==> config.mk <==
export PLATFORM = sky130hd
export DESIGN_NAME = periodic_event_slot_ticker_top
export DESIGN_NICKNAME = d
export VERILOG_FILES = /design/src/hdl/pest_pkg.sv /design/src/hdl/pest_alu.sv /design/src/hdl/periodic_event_slot_ticker_top.sv
export SDC_FILE = /design/constraint.sdc
export NUM_CORES = 1
export LEC_CHECK = 0
export BUFFER_PORTS_ARGS = -buffer_cell sky130_fd_sc_hd__buf_2
export CAP_MARGIN = 25
export CORE_MARGIN = 2
export CORE_UTILIZATION = 57
export CTS_BUF_LIST = sky130_fd_sc_hd__clkbuf_2
export DETAILED_ROUTE_END_ITERATION = 10
export GPL_TIMING_DRIVEN = 0
export PLACE_DENSITY = 0.89
export SYNTH_ARGS = -nofsm -noshare
export SYNTH_HDL_FRONTEND = slang
export SYNTH_SLANG_ARGS = --single-unit
==> constraint.sdc <==
create_clock -name i_clk -period 6.9 [get_ports i_clk]
set_input_delay 1.035 -clock i_clk [delete_from_list [all_inputs] [get_ports i_clk]]
set_output_delay 1.035 -clock i_clk [all_outputs]
set_load 0.1 [all_outputs]
==> src/hdl/pest_pkg.sv <==
// Shared types and constants of the periodic event slot ticker.
// No dependencies; imported by every module of the block.
package pest_pkg;

    localparam int NREG_SLOTS  = 4;   // sets of slot registers in the config map
    localparam int MAX_EVENTS  = 16;  // events one poll may publish at most
    localparam int SLOTS_DEF   = 4;
    localparam int CATCHUP_DEF = 4;

    localparam int CFG_AW = 3;
    localparam int CFG_DW = 31;

    typedef enum logic [1:0] {
        MODE_START = 2'd0,
        MODE_POLL  = 2'd1,
        MODE_READ  = 2'd2,
        MODE_NONE  = 2'd3
    } t_mode;

    typedef enum logic [1:0] {
        KIND_EVENT     = 2'd0,
        KIND_POLL_DONE = 2'd1,
        KIND_DROP      = 2'd2,
        KIND_START     = 2'd3
    } t_kind;

    typedef enum logic [CFG_AW-1:0] {
        CFG_ACTIVE  = 3'd0,
        CFG_PERIOD0 = 3'd1,
        CFG_PERIOD1 = 3'd2,
        CFG_PERIOD2 = 3'd3,
        CFG_PERIOD3 = 3'd4,
        CFG_CODES   = 3'd5
    } t_cfg_idx;

    // Operand request to the shared adder/subtractor.
    typedef struct packed {
        logic [31:0] a;
        logic [31:0] b;
        logic        sub;
    } t_alu_req;

endpackage

==> src/hdl/pest_alu.sv <==
// Shared 32-bit adder/subtractor used by the slot sequencer.
// Depends on pest_pkg for the request struct.
module pest_alu
    import pest_pkg::*;
(
    input  t_alu_req    i_req,
    output logic [31:0] o_sum
);

    logic [31:0] w_b;

    assign w_b   = i_req.sub ? ~i_req.b : i_req.b;
    assign o_sum = i_req.a + w_b + 32'(i_req.sub);

endmodule

==> src/hdl/periodic_event_slot_ticker_top.sv <==
// Channel  | dir | handshake                  | payload
// input    | in  | i_s_tvalid / o_s_tready    | i_s_tdata, i_s_tuser
// result   | out | o_m_tvalid / i_m_tready    | o_m_tdata, o_m_tuser, o_m_tlast
// config   | in  | i_cfg_wr_en (no wait)      | i_cfg_addr, i_cfg_wdata
//
// One item at a time; each deadline add, drop increment and deadline compare
// goes through one shared 32-bit adder. Start writes every slot in turn; read
// and early poll answer directly. Poll visits each active slot: an event is a
// check and an advance, a drop is a check, increment and advance, and a miss
// or rebase ends a slot. A result that waits on i_m_tready stalls the sequencer.
// Reset (synchronous, i_rst_n low) clears the sequencer, the started flag,
// the active count and codes, sets each period to 1; no clearing pass is needed.
// Top level of the ticker; depends on pest_pkg and pest_alu.
module periodic_event_slot_ticker_top
    import pest_pkg::*;
#(
    parameter int SLOTS   = SLOTS_DEF,
    parameter int CATCHUP = CATCHUP_DEF
) (
    input  logic              i_clk,
    input  logic              i_rst_n,
    input  logic              i_s_tvalid,
    output logic              o_s_tready,
    // now_ticks[31:0], queue_space[39:32], slot_select[43:40], zero fill
    input  logic [47:0]       i_s_tdata,
    // mode[1:0]
    input  logic [1:0]        i_s_tuser,
    output logic              o_m_tvalid,
    input  logic              i_m_tready,
    // slot_number[1:0], slot_type[5:2], event_priority[7:6],
    // published_count[12:8], drop_count[44:13], zero fill
    output logic [47:0]       o_m_tdata,
    // kind[1:0], not_started[2]
    output logic [2:0]        o_m_tuser,
    output logic              o_m_tlast,
    input  logic              i_cfg_wr_en,
    input  logic [CFG_AW-1:0] i_cfg_addr,
    input  logic [CFG_DW-1:0] i_cfg_wdata
);

    localparam int CW       = $clog2(SLOTS + 1);
    localparam int IW       = (SLOTS > 1) ? $clog2(SLOTS) : 1;
    localparam int KW       = $clog2(CATCHUP + 1);
    localparam int LIVE_MAX = (SLOTS < NREG_SLOTS) ? SLOTS : NREG_SLOTS;

    typedef enum logic [9:0] {
        ST_IDLE   = 10'b00_0000_0001,
        ST_START  = 10'b00_0000_0010,
        ST_ACK    = 10'b00_0000_0100,
        ST_NSTART = 10'b00_0000_1000,
        ST_READ   = 10'b00_0001_0000,
        ST_CHK    = 10'b00_0010_0000,
        ST_DROP   = 10'b00_0100_0000,
        ST_ADV    = 10'b00_1000_0000,
        ST_REBASE = 10'b01_0000_0000,
        ST_DONE   = 10'b10_0000_0000
    } t_state;

    // Configuration registers
    logic [2:0]  r_active;
    logic [30:0] r_period [NREG_SLOTS];
    logic [23:0] r_codes;

    // Slot state
    logic [31:0] r_deadline [SLOTS];
    logic [31:0] r_drop     [SLOTS];

    // Sequencer
    t_state      r_state, n_state;
    logic [CW-1:0] r_idx, n_idx;
    logic [KW-1:0] r_cnt, n_cnt;
    logic        r_brk, n_brk;
    logic [4:0]  r_space, n_space;
    logic [4:0]  r_pub, n_pub;
    logic        r_started, n_started;
    logic [31:0] r_now;
    logic        r_rd_ok;

    // Output register
    logic        r_out_valid;
    t_kind       r_o_kind;
    logic [1:0]  r_o_slot;
    logic [3:0]  r_o_type;
    logic [1:0]  r_o_prio;
    logic [4:0]  r_o_pub;
    logic [31:0] r_o_drop;
    logic        r_o_ns;
    logic        r_o_last;

    logic        w_load;
    t_kind       w_o_kind;
    logic [1:0]  w_o_slot;
    logic [3:0]  w_o_type;
    logic [1:0]  w_o_prio;
    logic [4:0]  w_o_pub;
    logic [31:0] w_o_drop;
    logic        w_o_ns;

    logic        w_dl_we, w_drop_we;
    logic [31:0] w_dl_wdata, w_drop_wdata;

    t_alu_req    w_alu_req;
    logic [31:0] w_sum;

    logic        w_s_fire, w_out_free;
    logic [2:0]  w_live;
    logic [1:0]  w_ridx;
    logic [IW-1:0] w_aidx;
    logic [31:0] w_per;
    logic [5:0]  w_code;
    logic [31:0] w_cur_dl, w_cur_drop;
    logic        w_in_live, w_slot_last, w_sweep_last, w_reached;
    logic [7:0]  w_in_space;
    logic [3:0]  w_in_sel;

    assign w_s_fire   = i_s_tvalid & o_s_tready;
    assign o_s_tready = (r_state == ST_IDLE);
    assign w_out_free = !r_out_valid || i_m_tready;

    assign w_in_space = i_s_tdata[39:32];
    assign w_in_sel   = i_s_tdata[43:40];

    assign w_live     = (r_active > 3'(LIVE_MAX)) ? 3'(LIVE_MAX) : r_active;
    assign w_ridx     = 2'(r_idx);
    assign w_aidx     = r_idx[IW-1:0];
    assign w_per      = (r_period[w_ridx] == '0) ? 32'd1 : {1'b0, r_period[w_ridx]};
    assign w_code     = r_codes[w_ridx*6 +: 6];
    assign w_cur_dl   = r_deadline[w_aidx];
    assign w_cur_drop = r_drop[w_aidx];

    assign w_in_live    = 5'(r_idx) < 5'(w_live);
    assign w_slot_last  = (5'(r_idx) + 5'd1) == 5'(w_live);
    assign w_sweep_last = 5'(r_idx) == 5'(SLOTS - 1);
    // The deadline is reached when now minus deadline is not negative.
    assign w_reached    = !w_sum[31];

    // Operand selection for the shared adder.
    always_comb begin
        w_alu_req = '0;
        unique case (r_state)
            ST_START, ST_REBASE: begin
                w_alu_req.a = r_now;
                w_alu_req.b = w_per;
            end
            ST_CHK: begin
                w_alu_req.a   = r_now;
                w_alu_req.b   = w_cur_dl;
                w_alu_req.sub = 1'b1;
            end
            ST_DROP: begin
                w_alu_req.a = w_cur_drop;
                w_alu_req.b = 32'd1;
            end
            ST_ADV: begin
                w_alu_req.a = w_cur_dl;
                w_alu_req.b = w_per;
            end
            default: w_alu_req = '0;
        endcase
    end

    pest_alu u_alu (
        .i_req (w_alu_req),
        .o_sum (w_sum)
    );

    always_comb begin
        n_state      = r_state;
        n_idx        = r_idx;
        n_cnt        = r_cnt;
        n_brk        = r_brk;
        n_space      = r_space;
        n_pub        = r_pub;
        n_started    = r_started;
        w_load       = 1'b0;
        w_o_kind     = KIND_START;
        w_o_slot     = '0;
        w_o_type     = '0;
        w_o_prio     = '0;
        w_o_pub      = '0;
        w_o_drop     = '0;
        w_o_ns       = 1'b0;
        w_dl_we      = 1'b0;
        w_dl_wdata   = w_sum;
        w_drop_we    = 1'b0;
        w_drop_wdata = w_sum;

        unique case (r_state)
            ST_IDLE: begin
                if (w_s_fire) begin
                    unique case (t_mode'(i_s_tuser))
                        MODE_START: begin
                            n_idx   = '0;
                            n_state = ST_START;
                        end
                        MODE_POLL: begin
                            n_space = (w_in_space > 8'(MAX_EVENTS)) ?
                                      5'(MAX_EVENTS) : 5'(w_in_space);
                            n_pub   = '0;
                            n_idx   = '0;
                            n_cnt   = '0;
                            n_brk   = 1'b0;
                            if (!r_started) begin
                                n_state = ST_NSTART;
                            end else if (w_live == '0) begin
                                n_state = ST_DONE;
                            end else begin
                                n_state = ST_CHK;
                            end
                        end
                        MODE_READ: begin
                            n_idx   = CW'(w_in_sel);
                            n_state = ST_READ;
                        end
                        MODE_NONE: n_state = ST_IDLE;
                        default:   n_state = ST_IDLE;
                    endcase
                end
            end
            ST_START: begin
                w_dl_we      = 1'b1;
                w_dl_wdata   = w_in_live ? w_sum : 32'd0;
                w_drop_we    = 1'b1;
                w_drop_wdata = 32'd0;
                if (w_sweep_last) begin
                    n_started = 1'b1;
                    n_state   = ST_ACK;
                end else begin
                    n_idx = r_idx + CW'(1);
                end
            end
            ST_ACK: begin
                if (w_out_free) begin
                    w_load  = 1'b1;
                    n_state = ST_IDLE;
                end
            end
            ST_NSTART: begin
                if (w_out_free) begin
                    w_load  = 1'b1;
                    w_o_ns  = 1'b1;
                    n_state = ST_IDLE;
                end
            end
            ST_READ: begin
                if (w_out_free) begin
                    w_load   = 1'b1;
                    w_o_kind = KIND_DROP;
                    w_o_drop = r_rd_ok ? w_cur_drop : 32'd0;
                    n_state  = ST_IDLE;
                end
            end
            ST_CHK: begin
                if (!w_reached) begin
                    if (w_slot_last) begin
                        n_state = ST_DONE;
                    end else begin
                        n_idx   = r_idx + CW'(1);
                        n_cnt   = '0;
                        n_brk   = 1'b0;
                        n_state = ST_CHK;
                    end
                end else if (r_brk || r_cnt == KW'(CATCHUP)) begin
                    n_state = ST_REBASE;
                end else if (r_space == '0) begin
                    n_state = ST_DROP;
                end else if (w_out_free) begin
                    w_load   = 1'b1;
                    w_o_kind = KIND_EVENT;
                    w_o_slot = w_ridx;
                    w_o_type = w_code[3:0];
                    w_o_prio = w_code[5:4];
                    n_space  = r_space - 5'd1;
                    n_pub    = r_pub + 5'd1;
                    n_cnt    = r_cnt + KW'(1);
                    n_state  = ST_ADV;
                end
            end
            ST_DROP: begin
                // Saturating increment; a full queue ends catch-up for this slot.
                w_drop_we = (w_cur_drop != '1);
                n_brk     = 1'b1;
                n_state   = ST_ADV;
            end
            ST_ADV: begin
                w_dl_we = 1'b1;
                n_state = ST_CHK;
            end
            ST_REBASE: begin
                w_dl_we = 1'b1;
                if (w_slot_last) begin
                    n_state = ST_DONE;
                end else begin
                    n_idx   = r_idx + CW'(1);
                    n_cnt   = '0;
                    n_brk   = 1'b0;
                    n_state = ST_CHK;
                end
            end
            ST_DONE: begin
                if (w_out_free) begin
                    w_load   = 1'b1;
                    w_o_kind = KIND_POLL_DONE;
                    w_o_pub  = r_pub;
                    n_state  = ST_IDLE;
                end
            end
            default: n_state = ST_IDLE;
        endcase
    end

    // Control state and configuration registers
    always_ff @(posedge i_clk) begin
        if (!i_rst_n) begin
            r_state     <= ST_IDLE;
            r_idx       <= '0;
            r_cnt       <= '0;
            r_brk       <= 1'b0;
            r_space     <= '0;
            r_pub       <= '0;
            r_started   <= 1'b0;
            r_out_valid <= 1'b0;
            r_active    <= '0;
            r_codes     <= '0;
            for (int i = 0; i < NREG_SLOTS; i++) begin
                r_period[i] <= 31'd1;
            end
        end else begin
            r_state   <= n_state;
            r_idx     <= n_idx;
            r_cnt     <= n_cnt;
            r_brk     <= n_brk;
            r_space   <= n_space;
            r_pub     <= n_pub;
            r_started <= n_started;
            if (w_load) begin
                r_out_valid <= 1'b1;
            end else if (i_m_tready) begin
                r_out_valid <= 1'b0;
            end
            if (i_cfg_wr_en) begin
                unique case (t_cfg_idx'(i_cfg_addr))
                    CFG_ACTIVE:  r_active    <= i_cfg_wdata[2:0];
                    CFG_PERIOD0: r_period[0] <= i_cfg_wdata;
                    CFG_PERIOD1: r_period[1] <= i_cfg_wdata;
                    CFG_PERIOD2: r_period[2] <= i_cfg_wdata;
                    CFG_PERIOD3: r_period[3] <= i_cfg_wdata;
                    CFG_CODES:   r_codes     <= i_cfg_wdata[23:0];
                    default:     r_active    <= r_active;
                endcase
            end
        end
    end

    // Payload registers
    always_ff @(posedge i_clk) begin
        if (w_s_fire) begin
            r_now   <= i_s_tdata[31:0];
            r_rd_ok <= r_started && (5'(w_in_sel) < 5'(w_live));
        end
        if (w_dl_we) begin
            r_deadline[w_aidx] <= w_dl_wdata;
        end
        if (w_drop_we) begin
            r_drop[w_aidx] <= w_drop_wdata;
        end
        if (w_load) begin
            r_o_kind <= w_o_kind;
            r_o_slot <= w_o_slot;
            r_o_type <= w_o_type;
            r_o_prio <= w_o_prio;
            r_o_pub  <= w_o_pub;
            r_o_drop <= w_o_drop;
            r_o_ns   <= w_o_ns;
            r_o_last <= (w_o_kind != KIND_EVENT);
        end
    end

    assign o_m_tvalid = r_out_valid;
    assign o_m_tdata  = {3'b000, r_o_drop, r_o_pub, r_o_prio, r_o_type, r_o_slot};
    assign o_m_tuser  = {r_o_ns, r_o_kind};
    assign o_m_tlast  = r_o_last;

endmodule

==> flow_summary.toml <==
[outcome]
outcome = "finished, final reports clean"

[timing]
tightest_slew_ns = 1.05
setup_viol = 0
clock.fmax_mhz = 152
clock-skew-final_ns = 0.124
period_needed_ns = 6.60
drv_slew = 0
maxSlewHeadroom_pct = 29.8
finalHoldViolations = 0
fin_ws_ns = 0.302
holdWs_ns = 0.111
fin_crit_sh_pct = 95.6
fin_tns_setup_ns = 0

[global_routing]
track_usage_pct = 31.0
grt_pass1_vias = 16900
antenna_found_initial = 4
overflow = 0
grt_pass1_wl_um = 99600
grt_max_degree = 38

[cells_and_area]
layout.nets = 2232
fillers = 2923
stdcell_count = 2737
syn_to_final_growth_pct = 14.6
final_area_um2 = 27500
post-route-util_pct = 66.0
drive_above_1_share_pct = 23.4

[synthesis]
synthAdderAreaFrac_pct = 2.37
synth_common_cells = "edfxtp_1 (462), a21oi_1 (138), and2_1 (137), nand2_1 (121), nor2_1 (119)"
yosysMostFrequentCell = "edfxtp_1"
netlist.area_leader.share_pct = 57.8
syn_inst = 1762
ys_seq_elements = 520
synthXorXnorAreaFrac_pct = 1.17
synth.distinct_cells = 82
ys_dominant_reg_cell = "edfxtp_1"
synthesis.area_um2 = 24000
synth-seq-area-share_pct = 62.6
avgSynthCellArea_um2 = 13.6
synth_top_family_by_area = "simple AND/OR/NAND/NOR gates"
yosys_warnings = 0
synth_edf_count = 462
synth-compound-area-share_pct = 8.90
synth_top_area_cell = "edfxtp_1"
synth-simple-area-share_pct = 12.3
synth.area.mux_share_pct = 9.82
synth.top_cells.by_area = "edfxtp_1 (58%), mux4_2 (9.1%), dfxtp_1 (4.8%), and2_1 (3.6%), a21oi_1 (2.9%)"
synthArstFlopShare_pct = 0

[route]
finalWirelength_um = 66800
via_count = 17400
drc_errors = 0
via_per_inst = 6.35
wire_per_inst_um = 24.4
wl_met1_um = 24700
routed.top_layer = "met5"
routed-wl-met2_um = 31400
dr_wl_met3_um = 7870
dr.pass1.iters = 9
drt_iter0_markers = 2660
ant_nets = 0

[die]
die_w_um = 209
die_y_um = 209
start_util_pct = 57.5
rows = 75
dieArea_um2 = 43800
io_pins = 143
coreArea_um2 = 41800

[setup_path]
crit_path_start_kind = "flip-flop"
slowest_stage = "buf_1"
reg2reg_slack_ns = 0.30
worstSetupPathType = "flip-flop to flip-flop"
max_stage_delay_ns = 0.79
critPathTopFamily = "compound AO/OA/AOI/OAI gates"
cpMostUsedCell = "a21oi_1"
cp_cell_sequence = "buf_6 -> buf_12 -> buf_6 -> clkdlybuf4s15_2 -> buf_1 -> mux4_2 -> a222oi_1 -> inv_1 -> ha_1 -> clkbuf_1 -> a21oi_1 -> o21bai_1 -> a21oi_1 -> nor4b_1 -> o21ai_0 -> a21oi_1 -> o21bai_1 -> o311ai_1"
crit_arrival_ns = 7.53
reg2reg_depth = 18
crit_fanout = 10
end_kind = "flip-flop"
crit_required_ns = 7.83
timing.rr.end = "r_deadline[1][29]"
path_buf_inv = 7

[cts]
cts-root-buf = "clkbuf_2"
clock_sinks = 520
htree_levels = 4
cts_tree = "built"
insertion_delay_ns = 1.30
cts_buffers = 131
clk_pin_slew_ns = 0.09
cts_buffer_depth = 3

[place]
dpl_cell_area_um2 = 25700
pre_cts_ws_ns = -0.500
port_buffers = 135
placed_cells = 2448
place_hpwl_um = 47400
gp_congestion = 0.972

[pwr]
ir_worst_vdd_v = 0.000156
power.density_nw_per_um2 = 229
p_leak_nw = 10.1
p_total_mw = 6.31

[hold_path]
min_from = "i_cfg_wdata[30]"
min_path_type = "input port to flip-flop"
holdPathStages = 2
whs_endpoint = "r_period[2][30]"

[run]
max-cap-violations = 0
worst reg2reg max path: stages (launching register included):
cell and delay [ns]:
dfxtp_1 0.34, buf_6 0.15, buf_12 0.16, buf_6 0.22
clkdlybuf4s15_2 0.52, buf_1 0.79, mux4_2 0.64, a222oi_1 0.32
inv_1 0.08, ha_1 0.28, clkbuf_1 0.20, a21oi_1 0.23
o21bai_1 0.08, a21oi_1 0.33, nor4b_1 0.40, o21ai_0 0.34
a21oi_1 0.28, o21bai_1 0.24, o311ai_1 0.63
cell usage in the layout, fill, tap and decap left out, drive strengths merged, types with 9 or more instances in the layout:
| cell | n |
|---|---|
| a21o | 24 |
| a21oi | 140 |
| a222oi | 30 |
| and2 | 138 |
| and3 | 50 |
| buf | 166 |
| clkbuf | 275 |
| clkinv | 28 |
| dfxtp | 58 |
| dlygate4sd3 | 52 |
| edfxtp | 462 |
| ha | 44 |
| inv | 64 |
| mux4 | 101 |
| nand2 | 121 |
| nand3 | 25 |
| nand4 | 17 |
| nor2 | 120 |
| nor2b | 17 |
| nor3 | 22 |
| nor4 | 15 |
| o211ai | 9 |
| o21ai | 43 |
| or3 | 10 |
| xnor2 | 20 |
| xor2 | 12 |
worst max path at each step:
stage	cells past startpoint	to	slack, ns
after global placement	20	r_o_drop[15]	-1.02
after CTS	21	r_deadline[2][28]	0.08
after global routing	21	r_o_drop[0]	-0.0007
after detailed placement	19	r_drop[2][28]	-0.50
after floorplan	20	o_m_tlast	0.61
final	18	r_deadline[1][29]	0.30
cells by family after synthesis:
logic type                 count (synthesis)
xor gates and xnor gates                  32
and+or+nand+nor                          566
AOI/OAI and AO/OA                        324
adders and majority gates                 45
buffers and inverters                    166
DFF                                      520
other                                      1
muxes                                    108
power breakdown:
group | switching (mW) | internal, mW | leakage [nW]
Combinational | 0.408 | 0.187 | 4.60
Clock | 1.26 | 0.890 | 0.922
Sequential | 0.0427 | 3.51 | 4.59
repair_timing:
action | 4_1_cts | 5_1_grt
setup endpoints to repair | 82 | 111
endpoints found under the hold margin | 61 | 0
pin swaps | 0 | 1
hold buffers | 52 | 0
buffers inserted | 0 | 4
resized for setup | 11 | 11
gates cloned | 0 | 0
metal layers:
| metal | GRT usage (%) | vias up |
|---|---|---|
| met5 | 0 | - |
| met4 | 15.5 | 2 |
| met3 | 8.21 | 225 |
| met2 | 48.7 | 1277 |
| met1 | 40.3 | 8381 |
| li1 | - | 7507 |
final cells by class:
| class | instances | area [um2] | area share [%] |
|---|---|---|---|
| Tap cell | 539 | 674 | 2.45 |
| Clock buffer | 189 | 946 | 3.43 |
| Multi-Input combinational cell | 1078 | 8430 | 30.6 |
| Inverter | 59 | 221 | 0.804 |
| Sequential cell | 520 | 15000 | 54.6 |
| Antenna cell | 3 | 7.51 | 0.0273 |
| Buffer | 107 | 498 | 1.81 |
| Timing Repair Buffer | 201 | 1440 | 5.23 |
| Clock inverter | 41 | 289 | 1.05 |
state kept, by name (all words and copies together) (netlist names), 10 cells and up, named ones only:
register,count
r_codes,24
r_deadline,128
r_drop,128
r_now,32
r_o_drop,32
r_period,124
r_state,10
Note: power is estimated with default switching activity, not from simulation.
